### src/design/imhq_pkg.sv
`timescale 1ns / 1ps
package imhq_pkg;
   localparam int Capacity     = 64;
   localparam int SlotBits     = $clog2(Capacity);
   localparam int CountBits    = 7;
   localparam int JobIds       = 64;
   localparam int JobBits      = 6;
   localparam int PriorityBits = 16;
   localparam int KeyWidth     = 16;
   localparam int EntryBits    = JobBits + PriorityBits;

   typedef enum logic [1:0] {
      FUNC_PUSH   = 2'd0,
      FUNC_POP    = 2'd1,
      FUNC_TOP    = 2'd2,
      FUNC_REMOVE = 2'd3
   } func_type;

   typedef enum logic [2:0] {
      ST_OK         = 3'd0,
      ST_EMPTY      = 3'd1,
      ST_FULL       = 3'd2,
      ST_DUPLICATE  = 3'd3,
      ST_NOT_QUEUED = 3'd4
   } status_type;

   typedef struct packed {
      logic [1:0]          func;
      logic [JobBits-1:0]  job_id;
      logic [KeyWidth-1:0] priority_req;
   } req_type;

   typedef struct packed {
      logic [2:0]           status;
      logic [JobBits-1:0]   out_job;
      logic [KeyWidth-1:0]  out_priority;
      logic [CountBits-1:0] count;
   } rsp_type;
endpackage

### src/design/imhq_if.sv
`timescale 1ns / 1ps
interface imhq_req_if;
   logic             valid;
   logic             ready;
   imhq_pkg::req_type payload;
   modport source (output valid, output payload, input ready);
   modport sink   (input valid, input payload, output ready);
endinterface

interface imhq_rsp_if;
   logic             valid;
   logic             ready;
   imhq_pkg::rsp_type payload;
   modport source (output valid, output payload, input ready);
   modport sink   (input valid, input payload, output ready);
endinterface

### src/design/imhq_ram.sv
`timescale 1ns / 1ps
module imhq_ram #(
   parameter int Width = 8,
   parameter int Depth = 64
) (
   input  logic                     clock,
   input  logic                     wr_en,
   input  logic [$clog2(Depth)-1:0] wr_addr,
   input  logic [Width-1:0]         wr_data,
   input  logic [$clog2(Depth)-1:0] rd_addr,
   output logic [Width-1:0]         rd_data
);
   logic [Width-1:0] mem_ff [Depth];

   // write port and registered read port
   always_ff @(posedge clock) begin
      if (wr_en) mem_ff[wr_addr] <= wr_data;
      rd_data <= mem_ff[rd_addr];
   end
endmodule

### src/design/indexed_max_heap_queue.sv
`timescale 1ns / 1ps
// Channel | Dir | Fields
// req     | in  | func, job_id, priority_req
// rsp     | out | status, out_job, out_priority, count
//
// One item at a time. A status-only result goes through S_DECODE and S_DONE into
// the output register. Through the single-read-port slot RAM each level of a sift
// takes S_PLACE, S_UPRD, S_UPCMP upwards and S_PLACE, S_DNRDL, S_DNRDR, S_DNCMP
// downwards; the worst case is a pop or root removal that sinks five levels.
// Synchronous reset clears the count, the queued bits, the FSM and the result valid flag.
// The result is held in an output register until transferred; a new item is
// accepted once that register is free.
module indexed_max_heap_queue (
   input  logic clock,
   input  logic reset,
   imhq_req_if.sink   req,
   imhq_rsp_if.source rsp
);
   localparam int SB = imhq_pkg::SlotBits;
   localparam int JB = imhq_pkg::JobBits;
   localparam int KB = imhq_pkg::KeyWidth;
   localparam int CB = imhq_pkg::CountBits;

   typedef enum logic [9:0] {
      S_IDLE   = 10'b0000000001,
      S_DECODE = 10'b0000000010,
      S_LDLAST = 10'b0000000100,
      S_PLACE  = 10'b0000001000,
      S_UPRD   = 10'b0000010000,
      S_UPCMP  = 10'b0000100000,
      S_DNRDL  = 10'b0001000000,
      S_DNRDR  = 10'b0010000000,
      S_DNCMP  = 10'b0100000000,
      S_DONE   = 10'b1000000000
   } state_type;

   state_type state_ff, state_in;
   logic [1:0]  func_ff, func_in;
   logic [JB-1:0] job_ff, job_in;
   logic [KB-1:0] key_ff, key_in;
   logic [SB-1:0] cur_ff, cur_in;        // slot of the moving entry
   logic [JB-1:0] mjob_ff, mjob_in;      // moving entry
   logic [KB-1:0] mkey_ff, mkey_in;
   logic [JB-1:0] cjob_ff, cjob_in;      // best child
   logic [KB-1:0] ckey_ff, ckey_in;
   logic [SB-1:0] cslot_ff, cslot_in;
   logic          up_ff, up_in;          // sift-up phase also wanted
   logic          dn_ff, dn_in;          // sift-down phase wanted
   logic [CB-1:0] cnt_ff, cnt_in;
   logic [imhq_pkg::JobIds-1:0] queued_ff, queued_in;
   logic          rsp_valid_ff, rsp_valid_in;
   imhq_pkg::rsp_type rsp_ff, rsp_in;

   // slot RAM: {job, key}
   logic          h_we;
   logic [SB-1:0] h_wa, h_ra;
   logic [imhq_pkg::EntryBits-1:0] h_wd, h_rd;
   // position RAM: job -> slot
   logic          p_we;
   logic [JB-1:0] p_wa, p_ra;
   logic [SB-1:0] p_wd, p_rd;

   imhq_ram #(.Width(imhq_pkg::EntryBits), .Depth(imhq_pkg::Capacity)) u_heap (
      .clock, .wr_en(h_we), .wr_addr(h_wa), .wr_data(h_wd),
      .rd_addr(h_ra), .rd_data(h_rd));
   imhq_ram #(.Width(SB), .Depth(imhq_pkg::JobIds)) u_pos (
      .clock, .wr_en(p_we), .wr_addr(p_wa), .wr_data(p_wd),
      .rd_addr(p_ra), .rd_data(p_rd));

   logic [JB-1:0] rd_job;
   logic [KB-1:0] rd_key;
   assign rd_job = h_rd[imhq_pkg::EntryBits-1:KB];
   assign rd_key = h_rd[KB-1:0];

   logic [SB-1:0] parent, left, right;
   logic [CB:0]   left_w;
   logic [CB-1:0] last;
   assign parent = (cur_ff - SB'(1)) >> 1;
   assign left_w = {1'b0, cur_ff, 1'b1};
   assign left   = left_w[SB-1:0];
   assign right  = left + SB'(1);
   assign last   = cnt_ff - CB'(1);

   assign req.ready   = (state_ff == S_IDLE) && !rsp_valid_ff;
   assign rsp.valid   = rsp_valid_ff;
   assign rsp.payload = rsp_ff;

   always_comb begin
      state_in = state_ff; func_in = func_ff; job_in = job_ff; key_in = key_ff;
      cur_in = cur_ff; mjob_in = mjob_ff; mkey_in = mkey_ff;
      cjob_in = cjob_ff; ckey_in = ckey_ff; cslot_in = cslot_ff;
      up_in = up_ff; dn_in = dn_ff; cnt_in = cnt_ff; queued_in = queued_ff;
      rsp_valid_in = rsp_valid_ff; rsp_in = rsp_ff;
      h_we = 1'b0; h_wa = cur_ff; h_wd = {mjob_ff, mkey_ff}; h_ra = '0;
      p_we = 1'b0; p_wa = mjob_ff; p_wd = cur_ff; p_ra = job_ff;
      if (rsp_valid_ff && rsp.ready) rsp_valid_in = 1'b0;
      case (state_ff)
         // capture the request; read root and position
         S_IDLE: begin
            p_ra = req.payload.job_id;
            h_ra = '0;
            if (req.valid && req.ready) begin
               func_in = req.payload.func;
               job_in  = req.payload.job_id;
               key_in  = req.payload.priority_req;
               rsp_in  = '0;
               state_in = S_DECODE;
            end
         end
         // check status; pick target slot
         S_DECODE: begin
            rsp_in.status = imhq_pkg::ST_OK;
            state_in = S_DONE;
            case (func_ff)
               imhq_pkg::FUNC_PUSH: begin
                  if (queued_ff[job_ff]) rsp_in.status = imhq_pkg::ST_DUPLICATE;
                  else if (cnt_ff >= CB'(imhq_pkg::Capacity))
                     rsp_in.status = imhq_pkg::ST_FULL;
                  else begin
                     queued_in[job_ff] = 1'b1;
                     cur_in = cnt_ff[SB-1:0];
                     cnt_in = cnt_ff + CB'(1);
                     mjob_in = job_ff; mkey_in = key_ff;
                     up_in = 1'b1; dn_in = 1'b0;
                     state_in = S_PLACE;
                  end
               end
               imhq_pkg::FUNC_POP, imhq_pkg::FUNC_TOP: begin
                  if (cnt_ff == '0) rsp_in.status = imhq_pkg::ST_EMPTY;
                  else begin
                     rsp_in.out_job = rd_job; rsp_in.out_priority = rd_key;
                     if (func_ff == imhq_pkg::FUNC_POP) begin
                        queued_in[rd_job] = 1'b0;
                        cnt_in = last; cur_in = '0;
                        up_in = 1'b0; dn_in = 1'b1;
                        h_ra = last[SB-1:0];
                        state_in = (last == '0) ? S_DONE : S_LDLAST;
                     end
                  end
               end
               default: begin
                  if (!queued_ff[job_ff] || {1'b0, p_rd} >= cnt_ff)
                     rsp_in.status = imhq_pkg::ST_NOT_QUEUED;
                  else begin
                     // slot read follows; the key comes from it, the job from the request
                     queued_in[job_ff] = 1'b0;
                     cnt_in = last; cur_in = p_rd;
                     rsp_in.out_job = job_ff;
                     up_in = 1'b1; dn_in = 1'b1;
                     h_ra = last[SB-1:0];
                     state_in = ({1'b0, p_rd} >= last) ? S_DONE : S_LDLAST;
                     // key of removed entry fetched in S_LDLAST via extra read
                     func_in = imhq_pkg::FUNC_REMOVE;
                  end
               end
            endcase
            if (func_ff == imhq_pkg::FUNC_REMOVE && state_in == S_DONE &&
                rsp_in.status == imhq_pkg::ST_OK) begin
               h_ra = p_rd; state_in = S_LDLAST; dn_in = 1'b0; up_in = 1'b0;
            end
         end
         // last entry (or removed key) is on the read port
         S_LDLAST: begin
            if (func_ff == imhq_pkg::FUNC_REMOVE && rsp_ff.out_priority == '0 &&
                !up_ff && !dn_ff) begin
               // removal of the last slot: only the key is needed
               rsp_in.out_priority = rd_key;
               state_in = S_DONE;
            end else begin
               mjob_in = rd_job; mkey_in = rd_key;
               h_ra = cur_ff;
               state_in = S_PLACE;
            end
         end
         // write moving entry at cur, read next neighbour
         S_PLACE: begin
            // removed entry is on the read port only at the first placement
            if (func_ff == imhq_pkg::FUNC_REMOVE && up_ff && dn_ff)
               rsp_in.out_priority = rd_key;
            h_we = 1'b1; p_we = 1'b1;
            h_ra = parent;
            if (up_ff && cur_ff != '0) state_in = S_UPRD;
            else if (dn_ff) begin
               up_in = 1'b0; state_in = S_DNRDL;
            end else state_in = S_DONE;
         end
         S_UPRD: begin
            h_ra = parent; state_in = S_UPCMP;
         end
         // move parent down if moving key is strictly larger
         S_UPCMP: begin
            if (mkey_ff > rd_key) begin
               h_we = 1'b1; h_wa = cur_ff; h_wd = h_rd;
               p_we = 1'b1; p_wa = rd_job; p_wd = cur_ff;
               cur_in = parent; dn_in = 1'b0;
               state_in = S_PLACE;
            end else begin
               up_in = 1'b0;
               state_in = dn_ff ? S_DNRDL : S_DONE;
            end
         end
         S_DNRDL: begin
            h_ra = left;
            if (left_w >= {1'b0, cnt_ff}) state_in = S_DONE;
            else state_in = S_DNRDR;
         end
         S_DNRDR: begin
            cjob_in = rd_job; ckey_in = rd_key; cslot_in = left;
            if ({1'b0, right} < cnt_ff && left != '1) begin
               h_ra = right; state_in = S_DNCMP; dn_in = 1'b1;
            end else begin
               state_in = S_DNCMP; dn_in = 1'b0;
            end
         end
         // choose child and swap down if strictly larger
         S_DNCMP: begin
            logic [JB-1:0] bj;
            logic [KB-1:0] bk;
            logic [SB-1:0] bs;
            bj = cjob_ff; bk = ckey_ff; bs = cslot_ff;
            if (dn_ff && rd_key > ckey_ff) begin
               bj = rd_job; bk = rd_key; bs = cslot_ff + SB'(1);
            end
            dn_in = 1'b1;
            if (bk > mkey_ff) begin
               h_we = 1'b1; h_wa = cur_ff; h_wd = {bj, bk};
               p_we = 1'b1; p_wa = bj; p_wd = cur_ff;
               cur_in = bs; up_in = 1'b0;
               state_in = S_PLACE;
            end else state_in = S_DONE;
         end
         S_DONE: begin
            rsp_in.count = cnt_ff;
            rsp_valid_in = 1'b1;
            state_in = S_IDLE;
         end
         default: state_in = S_IDLE;
      endcase
   end

   always_ff @(posedge clock) begin
      if (reset) begin
         state_ff <= S_IDLE; cnt_ff <= '0; queued_ff <= '0;
         rsp_valid_ff <= 1'b0; up_ff <= 1'b0; dn_ff <= 1'b0;
      end else begin
         state_ff <= state_in; cnt_ff <= cnt_in; queued_ff <= queued_in;
         rsp_valid_ff <= rsp_valid_in; up_ff <= up_in; dn_ff <= dn_in;
      end
      func_ff <= func_in; job_ff <= job_in; key_ff <= key_in;
      cur_ff <= cur_in; mjob_ff <= mjob_in; mkey_ff <= mkey_in;
      cjob_ff <= cjob_in; ckey_ff <= ckey_in; cslot_ff <= cslot_in;
      rsp_ff <= rsp_in;
   end

   a_count_range: assert property (@(posedge clock) disable iff (reset)
      cnt_ff <= CB'(imhq_pkg::Capacity)) else $error("count overflow");
   a_count_bits: assert property (@(posedge clock) disable iff (reset)
      state_ff == S_IDLE |-> $countones(queued_ff) == int'(cnt_ff))
      else $error("queued bits disagree with count");
   a_rsp_hold: assert property (@(posedge clock) disable iff (reset)
      rsp_valid_ff && !rsp.ready |=> rsp_valid_ff && $stable(rsp_ff))
      else $error("result dropped");
endmodule
### src/flat_wrapper.sv
// flat-port wrapper written by rule: the top's interface ports become plain ports
module indexed_max_heap_queue_flat 
  (clock, reset, req_valid, req_payload, req_ready, rsp_valid, rsp_payload, rsp_ready);
  imhq_req_if req_i ();
  imhq_rsp_if rsp_i ();
  input  logic clock;
  input  logic reset;
  input wire logic [$bits(req_i.valid)-1:0] req_valid;
  input wire logic [$bits(req_i.payload)-1:0] req_payload;
  output wire logic [$bits(req_i.ready)-1:0] req_ready;
  output wire logic [$bits(rsp_i.valid)-1:0] rsp_valid;
  output wire logic [$bits(rsp_i.payload)-1:0] rsp_payload;
  input wire logic [$bits(rsp_i.ready)-1:0] rsp_ready;
  assign req_i.valid = req_valid;
  assign req_i.payload = req_payload;
  assign req_ready = req_i.ready;
  assign rsp_valid = rsp_i.valid;
  assign rsp_payload = rsp_i.payload;
  assign rsp_i.ready = rsp_ready;
  indexed_max_heap_queue u_core (.clock(clock), .reset(reset), .req(req_i), .rsp(rsp_i));
endmodule
### config.mk
export PLATFORM = sky130hd
export DESIGN_NAME = indexed_max_heap_queue_flat
export DESIGN_NICKNAME = d
export VERILOG_FILES = /design/src/design/imhq_pkg.sv /design/src/design/imhq_if.sv /design/src/design/imhq_ram.sv /design/src/design/indexed_max_heap_queue.sv /design/src/flat_wrapper.sv
export SDC_FILE = /design/constraint.sdc
export NUM_CORES = 2
export LEC_CHECK = 0
export BUFFER_PORTS_ARGS = -buffer_cell sky130_fd_sc_hd__clkbuf_2
export CAP_MARGIN = 20
export CORE_MARGIN = 1.5
export CORE_UTILIZATION = 35
export DETAILED_ROUTE_END_ITERATION = 10
export SLEW_MARGIN = 0
export SYNTH_ARGS = -nofsm -noshare
export SYNTH_HDL_FRONTEND = slang
export SYNTH_SLANG_ARGS = --single-unit
export TNS_END_PERCENT = 10
### constraint.sdc
create_clock -name clock -period 9.56 [get_ports clock]
set_input_delay 1.912 -clock clock [delete_from_list [all_inputs] [get_ports clock]]
set_output_delay 1.912 -clock clock [all_outputs]
set_load 0.02 [all_outputs]
# --- Yosys cells after proc, flatten, opt, wreduce, memory -nomap -nowiden ---
# Memories as Yosys holds them, arrays and structs flattened. A register that Yosys moved wholly into a read port is not among the register bits.
# Index checks and enable logic that the tools add are counted.
op_classes:
  n_addsub: 5
  magnitude_cmp: 12
  n_eq_ne: 48
  mux: 122
  bitwise: 5
  n_reduce_logical: 48
op_table:
  columns: ["op", "n"]
  rows:
  - ["$mux W64", 5]
  - ["$mux W10", 16]
  - ["$mux W16", 9]
  - ["$mux W6", 23]
  - ["$and A64 B64 Y64", 2]
  - ["$not A64 Y64", 2]
  - ["$pmux W64 S2", 1]
  - ["$pmux W10 S9", 1]
  - ["$mux W22", 3]
  - ["$or A64 B64 Y64", 1]
  - ["$pmux W16 S4", 1]
  - ["$pmux W6 S2", 5]
  - ["$gt A16 B16 Y1", 3]
  - ["$pmux W22 S2", 1]
  - ["$mux W7", 5]
  - ["$mux W32", 1]
  - ["$pmux W16 S2", 1]
  - ["$ne A2 B2 Y1 const B", 15]
  - ["$pmux W6 S5", 1]
  - ["$pmux W7 S2", 2]
  - ["$mux W1", 27]
  - ["$eq A10 B10 Y1 const B", 2]
  - ["$pmux W10 S2", 1]
  - ["$pmux W6 S3", 1]
  - ["other kinds (57)", 111]
totals:
  regBits: 195
  ram_bits: 1792
  output_inout_bits: 34
  elab_cells: 261
  mem_count: 2
mem_list:
  columns: ["name", "depth", "word_bits", "read_ports", "rd_clocked_by_memory_dff", "wr", "line_no", "source"]
  rows:
  - ["u_core.u_heap.mem_ff", 64, 22, 1, 1, 1, "imhq_ram.sv:13", "logic [Width-1:0] mem_ff [Depth];"]
  - ["u_core.u_pos.mem_ff", 64, 6, 1, 1, 1, "imhq_ram.sv:13", null]

# --- Logic depth before layout (Yosys ltp) ---
logic_depth:
  ltp_word: 12
  depth_mapped: 32

# --- Hierarchy ---
# From an unflattened synthesis, not the netlist that was laid out.
unflattened:
  cells_unflattened: 4478
  area_unflattened_um2: 82345.2
modules_own_cells:
  columns: ["mod", "instances", "cells_per_inst", "area_per_inst_um2"]
  rows:
  - ["imhq_ram (u_core.u_heap)", 1, 2410, 54496.0]
  - ["imhq_ram (u_core.u_pos)", 1, 719, 15227.1]
  - ["indexed_max_heap_queue", 1, 1349, 12622.1]

# --- Least setup slack after synthesis ---
# No wires, ideal clock.
synth_path:
  path_kind: "register to register"
  startpoint: "reg u_core.ckey_ff[1]"
  endpoint: "mem u_core.u_pos.mem_ff[16][0] (netlist name) (enable)"
  setup_time_ns: 0.377
  arrival_ns: 6.669
  slack_ns: 2.513
  stages_incl_launch_ff: 31
  path_buffers: 3
  period_less_slack_ns: 7.047
  path_cell_list: "edfxtp_1 inv_1 ha_1 nor2b_1 o21a_1 o21a_1 o21a_1 o21a_1 o21a_1 o21a_1 o21ai_0 a21oi_1 clkbuf_1 clkbuf_1 nand2_1 o21ai_0 ha_1 nor2b_1 o21a_1 o21a_1 o21a_1 o21a_1 o21a_1 o21a_1 o21bai_1 o21ai_1 a21o_1 clkbuf_1 a221oi_1 inv_1 nor3_1"
synth_via:
  elab_chain_cells: 9
  elab_cells_between_ends: 12
synth_lines:
  columns: ["element", "line_no", "source"]
  rows:
  - ["from (decl)", "indexed_max_heap_queue.sv:45", "logic [KB-1:0] ckey_ff, ckey_in;"]
  - ["from (signal assigned)", "indexed_max_heap_queue.sv:251", "cjob_ff <= cjob_in; ckey_ff <= ckey_in; cslot_ff <= cslot_in;"]
  - ["$gt A16 B16 Y1", "indexed_max_heap_queue.sv:221", "if (dn_ff && rd_key > ckey_ff) begin"]
  - ["$logic_and A1 B1 Y1", "indexed_max_heap_queue.sv:221", null]
  - ["$mux W16", "indexed_max_heap_queue.sv:221", null]
  - ["$mux W16", "indexed_max_heap_queue.sv:97", "case (state_ff)"]
  - ["$gt A16 B16 Y1", "indexed_max_heap_queue.sv:225", "if (bk > mkey_ff) begin"]
  - ["$mux W1", "indexed_max_heap_queue.sv:225", null]
  - ["$pmux W1 S3", "indexed_max_heap_queue.sv:97", null]
  - ["$mux W1", "imhq_ram.sv:17", "if (wr_en) mem_ff[wr_addr] <= wr_data;"]
  - ["$mux W1 (not written as such)", "imhq_ram.sv:17", null]
  - ["to (decl)", "imhq_ram.sv:13", null]
# Several ways; a longest one is shown, not always the timed one. The select of a mux whose other input is x is not followed.

# --- Worst setup path in the final report ---
layout_path:
  startpoint: "reg u_core.u_heap.rd_data[0], read port of u_core.u_heap.mem_ff"
  endpoint: "mem u_core.u_pos.mem_ff[46][5] (netlist name) (enable)"
layout_via:
  elab_chain_cells: 9
  elab_cells_between_ends: 15
layout_lines:
  columns: ["element", "line_no", "source"]
  rows:
  - ["from (decl)", "imhq_ram.sv:11", "output logic [Width-1:0] rd_data"]
  - ["$gt A16 B16 Y1", "indexed_max_heap_queue.sv:221", null]
  - ["$logic_and A1 B1 Y1", "indexed_max_heap_queue.sv:221", null]
  - ["$mux W16", "indexed_max_heap_queue.sv:221", null]
  - ["$mux W16", "indexed_max_heap_queue.sv:97", null]
  - ["$gt A16 B16 Y1", "indexed_max_heap_queue.sv:225", null]
  - ["$mux W1", "indexed_max_heap_queue.sv:225", null]
  - ["$pmux W1 S3", "indexed_max_heap_queue.sv:97", null]
  - ["$mux W1", "imhq_ram.sv:17", null]
  - ["$mux W1 (not written as such)", "imhq_ram.sv:17", null]
# Several ways; a longest one is shown, not always the timed one. The select of a mux whose other input is x is not followed.

==> summary.log <==
INFO  synth          post_synth_xor_area_fraction=0.178%
INFO  placement      detailedPlacementHpwl=158mm
INFO  grt            first_global_vias=51300
INFO  pwr            seq_power_share=53.4%
INFO  worst_setup_path setup.worst_path.end_class=flop
INFO  synth          yosys_warning_total=0
INFO  cts            cts_hold_buf=0
INFO  synth          synth_enable_flop_cells=1903
INFO  layout         seq_area=0.0594mm2
INFO  placement      total_of_buffers_placed_on_input_and_output_ports=61
INFO  pwr            power_frac_clock=43.3%
INFO  placement      gp_routability_congestion=0.934
INFO  routing        number_of_drc_violations_after_detailed_routing_iteration_0=7856
INFO  synth          synth.mux.area_fraction=5.63%
INFO  pwr            vdd_drop_max=0.000185V
INFO  routing        wl_per_cell=27.3um
INFO  placement      placed_inst_area=0.0885mm2
INFO  cts            clockRootBuffer=clkbuf_16
INFO  routing        route.top_layer_used=met5
INFO  die            chip_width=492um
INFO  cts            cts_repair_resizes=0
INFO  cts            cts_inserted_buffers=197
INFO  die            chipHeight=492um
INFO  routing        detailroute.wirelength.met2=114mm
INFO  placement      post-place-ws=1200ps
INFO  routing        vias=54100
INFO  pwr            p_sw_share=21.4%
INFO  timing         skew=74.3ps
INFO  routing        via_per_inst=5.75
INFO  cts            cts_tree=done
INFO  worst_setup_path crit_path_top_delay_cell=nand4_1
INFO  timing         fin_setup_tns=0ps
INFO  worst_setup_path crit_buf_inv=4
INFO  synth          synthesis.nets=6089
INFO  synth          yosysSeqAreaShare=71.0%
INFO  layout         layout.nets=6190
INFO  timing         timing_max_transition_violations_final=0
INFO  worst_setup_path path_max_fanout=69
INFO  pwr            power.total=18000uW
INFO  hold_path      hold_path_class=flop to flop
INFO  grt            grt.overflow.total=0
INFO  pwr            power_leakage=0.0304uW
INFO  worst_setup_path critical_path_startpoint_category=flop
INFO  synth          post_synth_fa_ha_maj_area_fraction=1.27%
INFO  worst_setup_path critical_path.max_stage_delay=1020ps
INFO  synth          post_synth_and_or_nand_nor_area_fraction=9.46%
INFO  routing        met1_routed_length=108mm
INFO  synth          synth.ff_latch_count=2015
INFO  layout         post_layout_nonfiller_instances=9411
INFO  grt            antenna_found_initial=15
INFO  timing         worst-slew-pin-transition=1200ps
INFO  timing         post-route-period-util=86.4%
INFO  cts            post_cts.repair.setup_buffers=0
INFO  synth          syn-instance-count=5976
INFO  routing        route.met3.wl=25.6mm
INFO  pwr            intPower=14100uW
INFO  pwr            pwr-share-comb=3.3%
INFO  routing        drtAntennaViolNets=0
INFO  die            io_pins=62
INFO  run            max-cap-violations=0
INFO  layout         num-fill-cells=21900
INFO  cts            worst_setup_hold_path_clk_slew=60ps
INFO  routing        drt_wl_total=257mm
INFO  worst_setup_path crit_type=flop to flop
INFO  layout         postLayoutCellArea=0.0949mm2
INFO  layout         multi_input_area=0.0226mm2
INFO  outcome        violated_checks=design-rule violations
INFO  outcome        status=complete, but fails checks
INFO  timing         setup-violations-final=0
INFO  synth          netlist-cell-type-count=94
INFO  synth          dominant_combinational_cell_family_by_area_after_synthesis=compound AO/OA/AOI/OAI gates
INFO  die            starting_utilization_of_the_core_area=35.2%
INFO  synth          synth-async-reset-ratio=0%
INFO  grt            globalRouteTotalUtil=20.6%
INFO  worst_setup_path critical-path-top-cell-by-count=o21a_1
INFO  grt            grt_pass1_wl=367mm
INFO  timing         finalHoldViolations=0
INFO  worst_setup_path cp_data_required_time=10020ps
INFO  synth          dominantRegCellSynth=edfxtp_1
INFO  timing         grt_setup_unrepaired=no
INFO  layout         post_route_cells_drive_above_1_share=13.1%
INFO  die            dieArea=0.242mm2
INFO  synth          synthesis.area=0.0837mm2
INFO  worst_setup_path critical-path-top-delay-family=compound AO/OA/AOI/OAI gates
INFO  placement      placed_cells_incl_taps=9045
INFO  timing         timing.slew.headroom=20.0%
INFO  cts            cts_sinks=2015
INFO  cts            max-clock-path-buffers=3
INFO  timing         post-route-worst-setup-slack=1300ps
INFO  die            core_region_area=0.238mm2
INFO  pwr            p_sw=3850uW
INFO  synth          synthesized_area_divided_by_synthesized_cell_count=14.0um2
INFO  timing         max_freq=121MHz
INFO  cts            ctsHtreeMaxLevel=4
INFO  cts            clk-insertion-delay-late=880ps
INFO  worst_setup_path timing.critical_path.arrival=8720ps
INFO  routing        detail_route.first_pass.iterations=11
INFO  synth          synth-compound-area-share=10.1%
INFO  layout         flow.area_growth_from_synthesis=13.5%
INFO  pwr            powerDensity=190mW/mm2
INFO  routing        drcViolationCount=20
INFO  timing         layout_min_cycle_time=8260ps
INFO  grt            maximum_number_of_pins_on_one_net_before_global_route_repair=118
INFO  die            placement_rows=179
## metal layers
| layer | track usage [%] | vias to the layer above |
|---|---|---|
| met1 | 29.4 | 27400 |
| met4 | 7.29 | 4 |
| met3 | 4.31 | 488 |
| li1 | - | 23200 |
| met2 | 31.1 | 2980 |
| met5 | 0 | - |
## logic make-up after synthesis
family	Yosys count
buffers and inverters	469
AND/OR/NAND/NOR	1754
flip-flops	2015
XOR/XNOR	17
adder cells (fa/ha/maj)	85
multiplexers	333
AO/OA/AOI/OAI	1303
## cells in the mapped netlist (85+ instances only)
library cell | number | area, um2
o22ai_1 | 95 | 594
mux2i_1 | 211 | 2110
clkbuf_1 | 160 | 601
nand3_1 | 200 | 1000
nand2_1 | 891 | 3340
buf_2 | 144 | 721
dfxtp_1 | 112 | 2240
o21ai_0 | 104 | 521
a21oi_1 | 497 | 2490
nor2_1 | 261 | 980
a22oi_1 | 214 | 1610
mux4_2 | 109 | 2450
ha_1 | 85 | 1060
edfxtp_1 | 1903 | 57100
a211oi_1 | 88 | 661
## power groups by stage
stage	registers (uW)	clock network, uW	logic [uW]
after global routing	9600	8200	636
after global placement	9790	0	587
after floorplan	9780	0	386
after detailed placement	9790	0	589
final	9600	7790	599
after CTS	9600	7870	593
## placed cells by master, fill, tap and decap left out, types with 32 or more instances in the layout
| cell | instances |
|---|---|
| a211oi_1 | 87 |
| a21oi_1 | 496 |
| a221oi_1 | 43 |
| a22oi_1 | 214 |
| a31oi_1 | 50 |
| and2_1 | 69 |
| buf_4 | 209 |
| clkbuf_1 | 60 |
| clkbuf_16 | 198 |
| clkbuf_2 | 61 |
| clkinv_1 | 41 |
| dfxtp_1 | 112 |
| edfxtp_1 | 1903 |
| ha_1 | 85 |
| inv_1 | 69 |
| mux2i_1 | 206 |
| mux4_2 | 109 |
| nand2_1 | 881 |
| nand3_1 | 200 |
| nand4_1 | 37 |
| nor2_1 | 200 |
| nor2_2 | 55 |
| nor3_1 | 78 |
| nor4_1 | 33 |
| o21ai_0 | 104 |
| o221ai_1 | 32 |
| o22ai_1 | 95 |
## worst reg2reg max path, delay by kind of cell (launching register included)
kind | cells | cell delay, ps
compound gates | 18 | 3520
fa+ha+maj | 2 | 580
buf+inv | 4 | 990
flops | 1 | 430
simple gates | 5 | 2410
## per-stage QoR
stage,utilization [%],hold slack (ps)
after floorplan,-,406
after global placement,37.2,460
after detailed placement,37.2,466
after CTS,39.9,476
after global routing,39.9,488
final,39.9,478
## sequential cells by signal, indices dropped and copies added, names as in the netlist
| name | count |
|---|---|
| u_core.queued_ff | 64 |
| u_core.cjob_ff | 6 |
| u_core.job_ff | 6 |
| u_core.u_heap.rd_data | 22 |
| u_core.ckey_ff | 16 |
| u_core.state_ff | 10 |
| u_core.rsp.payload | 32 |
| u_core.up_ff | 1 |
| u_core.u_heap.mem_ff | 1408 |
| u_core.cnt_ff | 7 |
| u_core.dn_ff | 1 |
| u_core.mjob_ff | 6 |
| u_core.cslot_ff | 5 |
| u_core.rsp.valid | 1 |
| u_core.u_pos.rd_data | 6 |
| u_core.cur_ff | 6 |
| u_core.u_pos.mem_ff | 384 |
| u_core.mkey_ff | 16 |
| u_core.func_ff | 2 |
| u_core.key_ff | 16 |
## cell type report
cell class	instances	area share (%)
inverters	82	0.327
diodes	2	0.00527
repair buffers	289	2.33
clock buffers	262	5.51
well taps	3167	4.17
clock inverters	102	1.27
flip-flops and latches	2015	62.6
multi-input cells	3492	23.8
## final timing paths
check / from / to / slack (ps) / cells after the start
max: u_core.u_heap.rd_data[0] / u_core.u_pos.mem_ff[46][5] / 1300 / 29
min: u_core.queued_ff[31] / u_core.queued_ff[31] / 480 / 2
max reg2reg: u_core.u_heap.rd_data[0] / u_core.u_pos.mem_ff[46][5] / 1300 / 29
min reg2reg: u_core.queued_ff[31] / u_core.queued_ff[31] / 480 / 2
(Power assumes the default switching activity.)
